**config.mk**
```make
export PLATFORM = sky130hd
export DESIGN_NAME = spe_div
export DESIGN_NICKNAME = d
export VERILOG_FILES = /design/src/sv/stereo_panner_with_envelope_defines.svh /design/src/sv/spe_pkg.sv /design/src/sv/spe_div.sv
export SDC_FILE = /design/constraint.sdc
export NUM_CORES = 1
export LEC_CHECK = 0
export ABC_AREA = 1
export BUFFER_PORTS_ARGS = -buffer_cell sky130_fd_sc_hd__clkbuf_2
export CAP_MARGIN = 20
export CORE_UTILIZATION = 45
export CTS_CLUSTER_SIZE = 8
export DETAILED_ROUTE_END_ITERATION = 10
export PLACE_DENSITY_LB_ADDON = 0.15
export SLEW_MARGIN = 10
export SYNTH_ARGS = -nofsm -noshare
export SYNTH_HDL_FRONTEND = slang
export SYNTH_SLANG_ARGS = --single-unit
```
**constraint.sdc**
```tcl
create_clock -name clk -period 4.65 [get_ports clk]
set_clock_uncertainty 0.1 [all_clocks]
set_input_delay 0.6975 -clock clk [delete_from_list [all_inputs] [get_ports clk]]
set_output_delay 0.6975 -clock clk [all_outputs]
set_load 0.01 [all_outputs]
```
**src/sv/stereo_panner_with_envelope_defines.svh**
```systemverilog
// ----------------------------------------------------------------------------
// Stereo panner assertion macros
// Shared concurrent assertion forms used by the panner's checks.
// ----------------------------------------------------------------------------
`ifndef STEREO_PANNER_WITH_ENVELOPE_DEFINES_SVH
`define STEREO_PANNER_WITH_ENVELOPE_DEFINES_SVH

// Consequent must hold in the same cycle as the antecedent.
`define SPE_ASSERT_NOW(lbl, clk, rst_n, ante, cons, msg) \
	lbl: assert property (@(posedge clk) disable iff (!rst_n) (ante) |-> (cons)) \
		else $error(msg);

// Consequent must hold in the cycle after the antecedent.
`define SPE_ASSERT_NEXT(lbl, clk, rst_n, ante, cons, msg) \
	lbl: assert property (@(posedge clk) disable iff (!rst_n) (ante) |=> (cons)) \
		else $error(msg);

`endif

```
**src/sv/spe_pkg.sv**
```systemverilog
// ----------------------------------------------------------------------------
// Stereo panner package
// Shared types, codes and constant functions of the stereo panner.
// ----------------------------------------------------------------------------
package spe_pkg;

	localparam int CFG_IDX_W  = 3;
	localparam int CFG_DATA_W = 16;

	localparam logic [CFG_IDX_W-1:0] REG_PAN_POSITION = 3'd0;
	localparam logic [CFG_IDX_W-1:0] REG_PAN_LAW      = 3'd1;
	localparam logic [CFG_IDX_W-1:0] REG_HOST_SYNC    = 3'd2;
	localparam logic [CFG_IDX_W-1:0] REG_MONO_INPUT   = 3'd3;
	localparam logic [CFG_IDX_W-1:0] REG_RAMP_STEPS   = 3'd4;
	localparam logic [CFG_IDX_W-1:0] REG_BP_COUNT     = 3'd5;

	localparam logic [1:0] CMD_AUDIO    = 2'd0;
	localparam logic [1:0] CMD_ENTRY    = 2'd1;
	localparam logic [1:0] CMD_PLAYTIME = 2'd2;

	localparam int PAN_MAX = 32767;
	localparam logic [63:0] PI_Q30 = 64'd3373259426;

	// Divider operand widths: segment product and 33-bit time difference.
	localparam int NUM_W = 50;
	localparam int DEN_W = 33;

	typedef struct packed {
		logic [31:0]        time_s;
		logic signed [15:0] value;
	} bp_entry_t;

	typedef struct packed {
		logic                    start;
		logic signed [NUM_W-1:0] num;
		logic signed [DEN_W-1:0] den;
	} div_req_t;

	typedef struct packed {
		logic                    done;
		logic signed [NUM_W-1:0] quot;
	} div_rsp_t;

	function automatic logic signed [15:0] clamp_pan(input logic signed [50:0] p);
		if (p > 51'(PAN_MAX)) begin
			return 16'(PAN_MAX);
		end else if (p < -51'(PAN_MAX)) begin
			return -16'(PAN_MAX);
		end
		return p[15:0];
	endfunction

	// Taylor series of sin(x), x in Q30 radians, rounded to Q0.16 and saturated.
	function automatic logic [15:0] sine_q16(input logic [63:0] x);
		logic [63:0] x2;
		logic [63:0] term;
		logic [63:0] sum;
		logic [63:0] v;
		logic        neg;
		x2   = (x * x) >> 30;
		term = x;
		sum  = x;
		neg  = 1'b1;
		for (int n = 3; n <= 13; n += 2) begin
			term = ((term * x2) >> 30) / 64'((n - 1) * n);
			if (neg) begin
				sum = sum - term;
			end else begin
				sum = sum + term;
			end
			neg = !neg;
		end
		v = (sum + 64'd8192) >> 14;
		return (v > 64'd65535) ? 16'hFFFF : v[15:0];
	endfunction

endpackage

```
**src/sv/spe_div.sv**
```systemverilog
// ----------------------------------------------------------------------------
// Stereo panner divider
// Signed restoring divider, one quotient bit per cycle, truncates toward zero.
// ----------------------------------------------------------------------------
module spe_div (
	input  logic              clk,
	input  logic              arst_n,
	input  spe_pkg::div_req_t req,
	output spe_pkg::div_rsp_t rsp
);
	import spe_pkg::*;

	localparam int CNT_W = $clog2(NUM_W);

	logic             busy_q;
	logic             done_q;
	logic             neg_q;
	logic [CNT_W-1:0] cnt_q;
	logic [DEN_W-1:0] rem_q;
	logic [DEN_W-1:0] dmag_q;
	logic [NUM_W-1:0] quo_q;

	logic [NUM_W-1:0] nmag;
	logic [DEN_W-1:0] dmag;
	logic [DEN_W:0]   trial;
	logic             take;

	assign nmag  = req.num[NUM_W-1] ? NUM_W'(-req.num) : NUM_W'(req.num);
	assign dmag  = req.den[DEN_W-1] ? DEN_W'(-req.den) : DEN_W'(req.den);
	assign trial = {rem_q, quo_q[NUM_W-1]};
	assign take  = trial >= {1'b0, dmag_q};

	always_ff @(posedge clk or negedge arst_n) begin
		if (!arst_n) begin
			busy_q <= 1'b0;
			done_q <= 1'b0;
			cnt_q  <= '0;
		end else begin
			done_q <= 1'b0;
			if (req.start) begin
				busy_q <= 1'b1;
				cnt_q  <= CNT_W'(NUM_W - 1);
			end else if (busy_q) begin
				cnt_q <= cnt_q - 1'b1;
				if (cnt_q == '0) begin
					busy_q <= 1'b0;
					done_q <= 1'b1;
				end
			end
		end
	end

	always_ff @(posedge clk) begin
		if (req.start) begin
			quo_q  <= nmag;
			dmag_q <= dmag;
			rem_q  <= '0;
			neg_q  <= req.num[NUM_W-1] ^ req.den[DEN_W-1];
		end else if (busy_q) begin
			rem_q <= take ? DEN_W'(trial - {1'b0, dmag_q}) : trial[DEN_W-1:0];
			quo_q <= {quo_q[NUM_W-2:0], take};
		end
	end

	assign rsp.done = done_q;
	assign rsp.quot = neg_q ? -$signed(quo_q) : $signed(quo_q);

endmodule

```
==> results.md, run 1 <==
- Clk sink count: between 100 and 150
- Num rows: 59
- Hold_buf cts: 0
- Largest net degree at the start of global routing: ~60
- WP data required: 3.85 ns
- Mapped Area: 11900 sq um
- # port buffers: roughly 140
- Most frequent cell after synthesis: nand2_1
- Die height: roughly 160 um
- Post-route setup TNS: 0 ns
- Hold slack: between 0.009 and 0.01 ns
- Final setup vio count: 0
- FF-to-FF path depth: 12
- DRC errors left: 0
- PostCTS Resize Cnt: 0
- R2R Path End: quo_q[0]
- Worst setup SP type: register
- Top_reg_cell synth: edfxtp_1
- Grt ovf: 0
- Ratio of cells with drive above 1 in the final layout: a little over a tenth
- Syn-to-layout area delta: 13.4%
- Maximum clock frequency: ~0.28 GHz
- Initial antenna violation count: 3
- Post-synth EDFFs: between 80 and 90
- Die area: ~27000 sq um
- CTS Root Cell: clkbuf_16
- Number of global-route vias before repair: ~11k
- Leading area contributor after synthesis: edfxtp_1
- Reg2reg start: quo_q[49]
- Final hold viol count: 0
- Static Leak: approximately 6.9 nW
- Synthesized Nets: between 2k and 2.5k
- Least-Margin Pin Slew: 0.849 ns
- CTS tree: built
- Worst-skew pair later-pin latency: 0.43 ns
- Power Density: around 450 nW/um^2
- Worst setup EP type: output pin
- Postcts setup bufs: 0
- Final nets: ~2.2k
- Worst setup path category: reg2out
- Area contributors post-synth: edfxtp_1 21%, nand2_1 19%, inv_1 10%
- First-pass GRT wire length: around 59000 um
- CP max FO: 6
- Synth Register Bits: between 100 and 150
- Crit path time final: approximately 3.5 ns
- H-tree lvl count: 4
- Fin crit share: 75.6%
- Total wire length: 38000 um
- Netlist cell types: 45
- I/O pin total: 137
- Top cell type's share of synthesized area: a little over a fifth
- Routability Congestion: approximately 1.0
- Final slew viol count: 0
- CTS clk-pin slew, worst paths: around 0.060 ns
- Detail Placement HPWL: 30500 um
- Status: complete, no violations
- Vias per cell: 5.16
- Routed Antenna Nets: 0
- Initial Util: a little under half
- CP max stage cell: edfxtp_1
- Detailed Routing Iterations Pass 1: 6
- Worst hold path type: in2async
- Peak supply drop: approximately 0.00032 V
- Total GRT Usage: between 20 and 30%
- Drt first-iter violations: around 1.5k
- Drt wl/cell: about 16 um
- Core area: 26000 sq um
- Sequential share of the synthesized area: 28.4%
- Clock buffer depth: 2
- Die width: between 150 and 200 um
- Cell Chain, Critical Path: nor2_2 -> nand4_1 -> nor3_2 -> nand2_2 -> nor2_4 -> nand2_2 -> nand2_2 -> nand2_1 -> xor2_1 -> clkbuf_2
- Synth warnings: 0
- Relative slew slack: between 40% and 50%
- Crit path DAT: about 2.7 ns
- Via total after detailed routing: between 10k and 15k
- Reg-to-reg slack, setup: between 1.5 and 2 ns
- Critical Path Most Common Cell: nand2_2
- Cts bufs inserted: 17
- FFs w/ async S/R, synth: under 10%
- Top cells by count, synth: 602 x nand2_1, 320 x inv_1, 209 x nor2_1, 165 x nand3_1
- Mapped Cells: approximately 1.9k
- Syn Area/Cell: 6.24 sq um
- Slowest stage delay, CP: roughly 0.5 ns
- Max Cap Viol: 0
- RSZ-0062 raised after global routing: no
==> where the power goes <==
part / internal (mW) / total [mW] / switching (mW)
Sequential: 1.43 / 1.61 / 0.180
Combinational: 1.03 / 3.00 / 1.97
Clock: 0.887 / 1.46 / 0.569
==> per-layer routing <==
layer | GRT usage (%) | routed length (um)
met1 | 43.8 | 19000
met2 | 39.5 | 15000
met3 | 6.43 | 3370
met4 | 6.67 | 550
met5 | 0 | 9
==> layout make-up <==
class / instances / area [sq um]
clock inverters: 13 / 179
inverters: 324 / 1220
multi-input cells: 1415 / 7090
clock buffers: 19 / 453
well taps: 335 / 419
flip-flops and latches: 125 / 3380
repair buffers: 146 / 756
fillers: 2778 / 12500
diodes: 1 / 2.50
==> layout by cell type (no fill, tap or decap), types with 4 or more instances in the layout <==
cell type | Yosys | layout
inv_6 | 0 | 4
nor2_2 | 6 | 7
xnor2_1 | 31 | 31
nand2_2 | 8 | 8
buf_4 | 5 | 10
a21oi_1 | 31 | 31
o21ai_1 | 10 | 10
nand2_1 | 602 | 602
nand4_1 | 42 | 42
ha_1 | 38 | 38
clkbuf_16 | 0 | 17
dfrtp_1 | 8 | 8
nor2_4 | 4 | 4
o31ai_1 | 5 | 5
edfxtp_1 | 84 | 84
nor4_1 | 6 | 6
nor3_1 | 25 | 25
and2_1 | 8 | 8
o21ai_0 | 84 | 84
clkbuf_2 | 0 | 135
a31oi_1 | 10 | 10
nor2_1 | 209 | 208
o21bai_1 | 5 | 5
xor2_1 | 82 | 82
dfxtp_1 | 33 | 33
nand3_1 | 165 | 165
o211ai_1 | 5 | 5
inv_1 | 320 | 319
nand3b_1 | 17 | 17
==> worst max path at each step <==
| stage | start | to |
|---|---|---|
| 6_report | quo_q[4] | rsp[49] |
| 4_1_cts | quo_q[4] | rsp[49] |
| 5_1_grt | quo_q[4] | rsp[49] |
| 3_5_place_dp | quo_q[4] | rsp[49] |
| 3_3_place_gp | quo_q[4] | rsp[49] |
| 2_1_floorplan | req[83] | quo_q[0] |
==> logic make-up after synthesis <==
group                    Yosys count  share of synthesized area, %
flip-flops                       125                          28.4
AO/OA/AOI/OAI                    159                          7.43
AND/OR/NAND/NOR                 1104                          39.6
XOR/XNOR                         113                          8.31
buffers and inverters            368                          12.1
adder cells (fa/ha/maj)           39                          4.16
==> sequential cells by signal, indices dropped and copies added (netlist names) <==
register and flops:
quo_q 50, dmag_q 33, rem_q 33, cnt_q 6, busy_q 1, done_q 1
neg_q 1
==> worst max-delay path, delay by kind of cell, from the launching register on <==
kind / cells / cell delay (ns)
xor gates and xnor gates: 1 / 0.27
buffers and inverters: 1 / 0.19
DFF: 1 / 0.50
and+or+nand+nor: 8 / 1.32
==> metrics by stage <==
stage	util (%)	instances	setup slack (ns)	cell area [sq um]	power [mW]
after global placement	49.5	2345	1.52	12900	4.54
final	51.9	2378	1.14	13500	6.07
after detailed placement	49.5	2345	1.56	12900	4.57
after floorplan	-	1908	1.72	11900	3.80
after CTS	51.9	2377	1.10	13500	6.05
after global routing	51.9	2378	0.933	13500	6.55
Power figures use the tool's default switching activity.
==> run 2, diff against run 1 <==
ABC_AREA = 0   (was 1)
clock period = 2.9 ns   (was 4.65 ns; I/O delays follow)
==> run 2 against run 1 <==
The flow now finishes with violations (negative setup slack); setup slack lost 1.8 ns; first-iteration DRC count shrank 56%; die area shrank 21%; sequential power grew 56%; via count shrank 24%; clock power grew 40%; register-to-register slack lost 2.3 ns; sequential share of layout area shrank 0.71 points; combinational power grew 67%; synthesized cell count shrank 44%; final cell count shrank 29%; core utilization grew 16 points.
==> results.md, run 2 <==
- Final Worst Setup Slack: -0.683 ns (-1.82 ns)
- Hold Path Depth: 2
- Netlist cell types: 68 (+51%)
- Final nets: 1531 (-29%)
- # port buffers: 136 (unchanged)
- RSZ-0062 raised after global routing: yes
- Crit path time final: about 3.6 ns
- Commonest non-fill, non-tap cell in the layout: buf_4
- Util after Layout: 68.2% (+16 points)
- Most frequent cells in the layout: 204 x buf_4, 102 x clkbuf_2, 97 x nor2_1
- Comb pwr share: 52.3% (+2.8 points)
- Top cell type's share of synthesized area: 26.7% (+5.6 points)
- CP max FO: 4 (-2)
- R2R Path End: rem_q[5]
- Largest net degree at the start of global routing: 124 (+100%)
- Top cells by count, synth: 101 x nor2_1, 96 x a21oi_1, 94 x xnor2_1, 84 x edfxtp_1, 70 x nand2_1
- Mapped Cells: 1067 (-44%)
- Die area: 21500 sq um (-21%)
- Worst setup EP type: output pin
- Syn-to-layout area delta: 47.3%
- Final slew viol count: 0 (unchanged)
- Final setup vio count: 84 (+84)
- Reg-to-reg slack, setup: -0.44 ns (-2.25 ns)
- Max FFs per register: 50 (unchanged)
- Worst-skew pair later-pin latency: 0.42 ns (about the same)
- Least-Margin Pin Slew: 0.802 ns (-0.0469 ns)
- Detailed Routing Iterations Pass 1: 5 (-1)
- Pre-CTS setup slack: -0.799 ns (-2.36 ns)
- Total wire length: 27600 um (-27%)
- Reg2reg start: quo_q[49]
- Seq pwr share: 26.2% (-0.3 points)
- I/O pin total: 137 (unchanged)
- Via total after detailed routing: 9308 (-24%)
- Non-filler instance count after layout: 1689 (-29%)
- Post-synth EDFFs: 84 (unchanged)
- Ratio of cells with drive above 1 in the final layout: 40.4% (+30 points)
- Initial antenna violation count: 0 (-3)
- Sw Ratio: 37.3% (-7.5 points)
- Num rows: 52 (-12%)
- Fin crit share: 124%
- Die width: 147 um (-11%)
- Drt first-iter violations: 643 (-56%)
- Top Registers: quo_q (50), dmag_q (33), rem_q (33)
- Fillers: 1572 (-43%)
- Diodes inserted: 0 (-1)
- Crit path DAT: 3.05 ns (+0.33 ns)
- Vias per cell: 5.51 (+6.8%)
- Number of global-route vias before repair: 9151 (-17%)
- Detail Placement HPWL: 18900 um (-38%)
- Clock share of power: 21.5% (-2.5 points)
- Synth Register Bits: 125 (unchanged)
- Placed inst area: 12100 sq um (-5.8%)
- Syn Area/Cell: 8.84 sq um (+42%)
- Internal Pwr Total: 5.99 mW (+79%)
- Worst setup path category: reg2out
- Status: complete, but fails checks
- Static Leak: 5.86 nW (-16%)
- Synth warnings: 0 (unchanged)
- Die height: 147 um (-11%)
- Cts bufs inserted: 17 (unchanged)
- CTS clk-pin slew, worst paths: 0.06 ns (about the same)
- Largest Register: quo_q
- Top_reg_cell synth: edfxtp_1
- Routed Antenna Nets: 0 (unchanged)
- Most frequent cell after synthesis: nor2_1
- DRC errors left: 0 (unchanged)
- Failing checks: negative setup slack
- Clock buffer depth: 2 (unchanged)
- Leading area contributor after synthesis: edfxtp_1
- Maximum clock frequency: about 0.28 GHz
- Final hold viol count: 0 (unchanged)
- Relative slew slack: 46.5% (+3.7 points)
- Design area: 13900 sq um (+2.9%)
- WP data required: 2.37 ns (-1.48 ns)
- First-pass GRT wire length: 44500 um (-24%)
- Sequential share of the synthesized area: 35.9% (+7.4 points)
- Grt ovf: 0 (unchanged)
- Drt wl/cell: 16.3 um (+2.3%)
- FFs w/ async S/R, synth: 6.40% (unchanged)
- H-tree lvl count: 4 (unchanged)
- Synthesized Nets: 1192 (-41%)
- Routability Congestion: 0.887 (-11%)
- Core area: 20400 sq um (-22%)
- Placed Cells: 1626 (-31%)
- Power Density: 688 nW/um^2 (+53%)
- CTS Root Cell: clkbuf_16
- Max Cap Viol: 0 (unchanged)
- Initial Util: 46.3% (+0.51 points)
- FF-to-FF path depth: 15 (+3)
- NetSw: 3.56 mW (+31%)
- Worst hold path type: in2reg
- Hold path start: req[0]
- Peak supply drop: 0.000432 V (+37%)
- Area contributors post-synth: edfxtp_1 27%, xnor2_1 8.7%, dfxtp_1 7.0%
- Total GRT Usage: 25.8% (-2.8 points)
- Worst setup SP type: register
- Clk sink count: 125 (unchanged)
- Hold endpoint: dmag_q[0]
- Mapped Area: 9430 sq um (-21%)
- CTS tree: built
==> run 2: cell count changes after synthesis, sizes merged, moves of 32 or more <==
| cell | delta |
|---|---|
| nand2 | -542 |
| inv | -270 |
| nand4 | -33 |
| o21ai | -32 |
| nor2 | -118 |
| nand3 | -153 |
| xnor2 | +63 |
| a21oi | +63 |
==> run 2: cell type report <==
type | count | area [sq um] | area share [%]
multi-input cells | 837 | 6710 | 48.3
repair buffers | 372 | 2700 | 19.4
clock buffers | 25 | 497 | 3.58
inverters | 53 | 199 | 1.43
well taps | 270 | 338 | 2.43
clock inverters | 7 | 62.6 | 0.450
flip-flops and latches | 125 | 3380 | 24.4
==> run 2: critical path: stages (launching register included) <==
cell and delay (ns):
edfxtp_1 0.40, or3_4 0.42, or4_4 0.43, or3_4 0.35, or4b_4 0.51, a21oi_4 0.18, xnor2_2 0.15, buf_2 0.17
==> run 2: power groups by stage <==
stage | clock (mW) | sequential [mW] | combinational (mW)
after global routing | 2.15 | 2.55 | 5.39
final | 2.05 | 2.51 | 5.00
after floorplan | 0 | 2.49 | 2.59
after detailed placement | 0 | 2.51 | 3.92
after CTS | 2.08 | 2.49 | 4.90
after global placement | 0 | 2.50 | 3.87
==> run 2: worst max path at each step <==
stage | cells after the start | start | endpoint | slack, ns
after global routing | 9 | quo_q[12] | rsp[47] | -0.79
after global placement | 10 | req[53] | quo_q[48] | -0.75
after detailed placement | 10 | req[53] | quo_q[44] | -0.80
after floorplan | 10 | req[53] | quo_q[48] | -0.63
after CTS | 7 | quo_q[37] | rsp[48] | -0.71
final | 7 | quo_q[36] | rsp[48] | -0.68
==> run 2: per-layer routing <==
layer / GRT usage (%) / vias to the layer above / part of all wire, %
met1: 34.4 / 4381 / 47
met2: 42.2 / 268 / 47
met4: 9.27 / 0 / 2.5
li1: - / 4597 / -
met5: 0 / - / 0
met3: 3.91 / 62 / 4.1
==> run 2: timing repair <==
item | in CTS | in global routing
resized for setup | 143 | 101
hold endpoints to repair | 8 | 0
pin swaps | 66 | 63
endpoints found under the setup margin | 85 | 93
buffers inserted | 20 | 18
hold buffers | 1 | 0
cloned | 4 | 0
==> run 2: metrics by stage <==
step / setup TNS [ns] / hold WS [ns] / total power [mW]
finish: -33.21 / 0.223 / 9.55
global placement: -23.26 / 0.197 / 6.38
CTS: -27.83 / 0.213 / 9.47
floorplan: -7.64 / 0.0394 / 5.08
detailed placement: -25.70 / 0.196 / 6.43
global route: -42.04 / 0.213 / 10.1
==> run 2: kinds of logic (layout without fill, tap and decap cells) <==
family / after synthesis / count (layout) / synth area share [%]
and+or+nand+nor: 313 / 313 / 16.8
AOI/OAI and AO/OA: 307 / 307 / 20.9
xor gates and xnor gates: 158 / 158 / 14.7
DFF: 125 / 125 / 35.9
buffers and inverters: 105 / 457 / 4.35
adders and majority gates: 39 / 39 / 5.25
muxes: 20 / 20 / 2.15
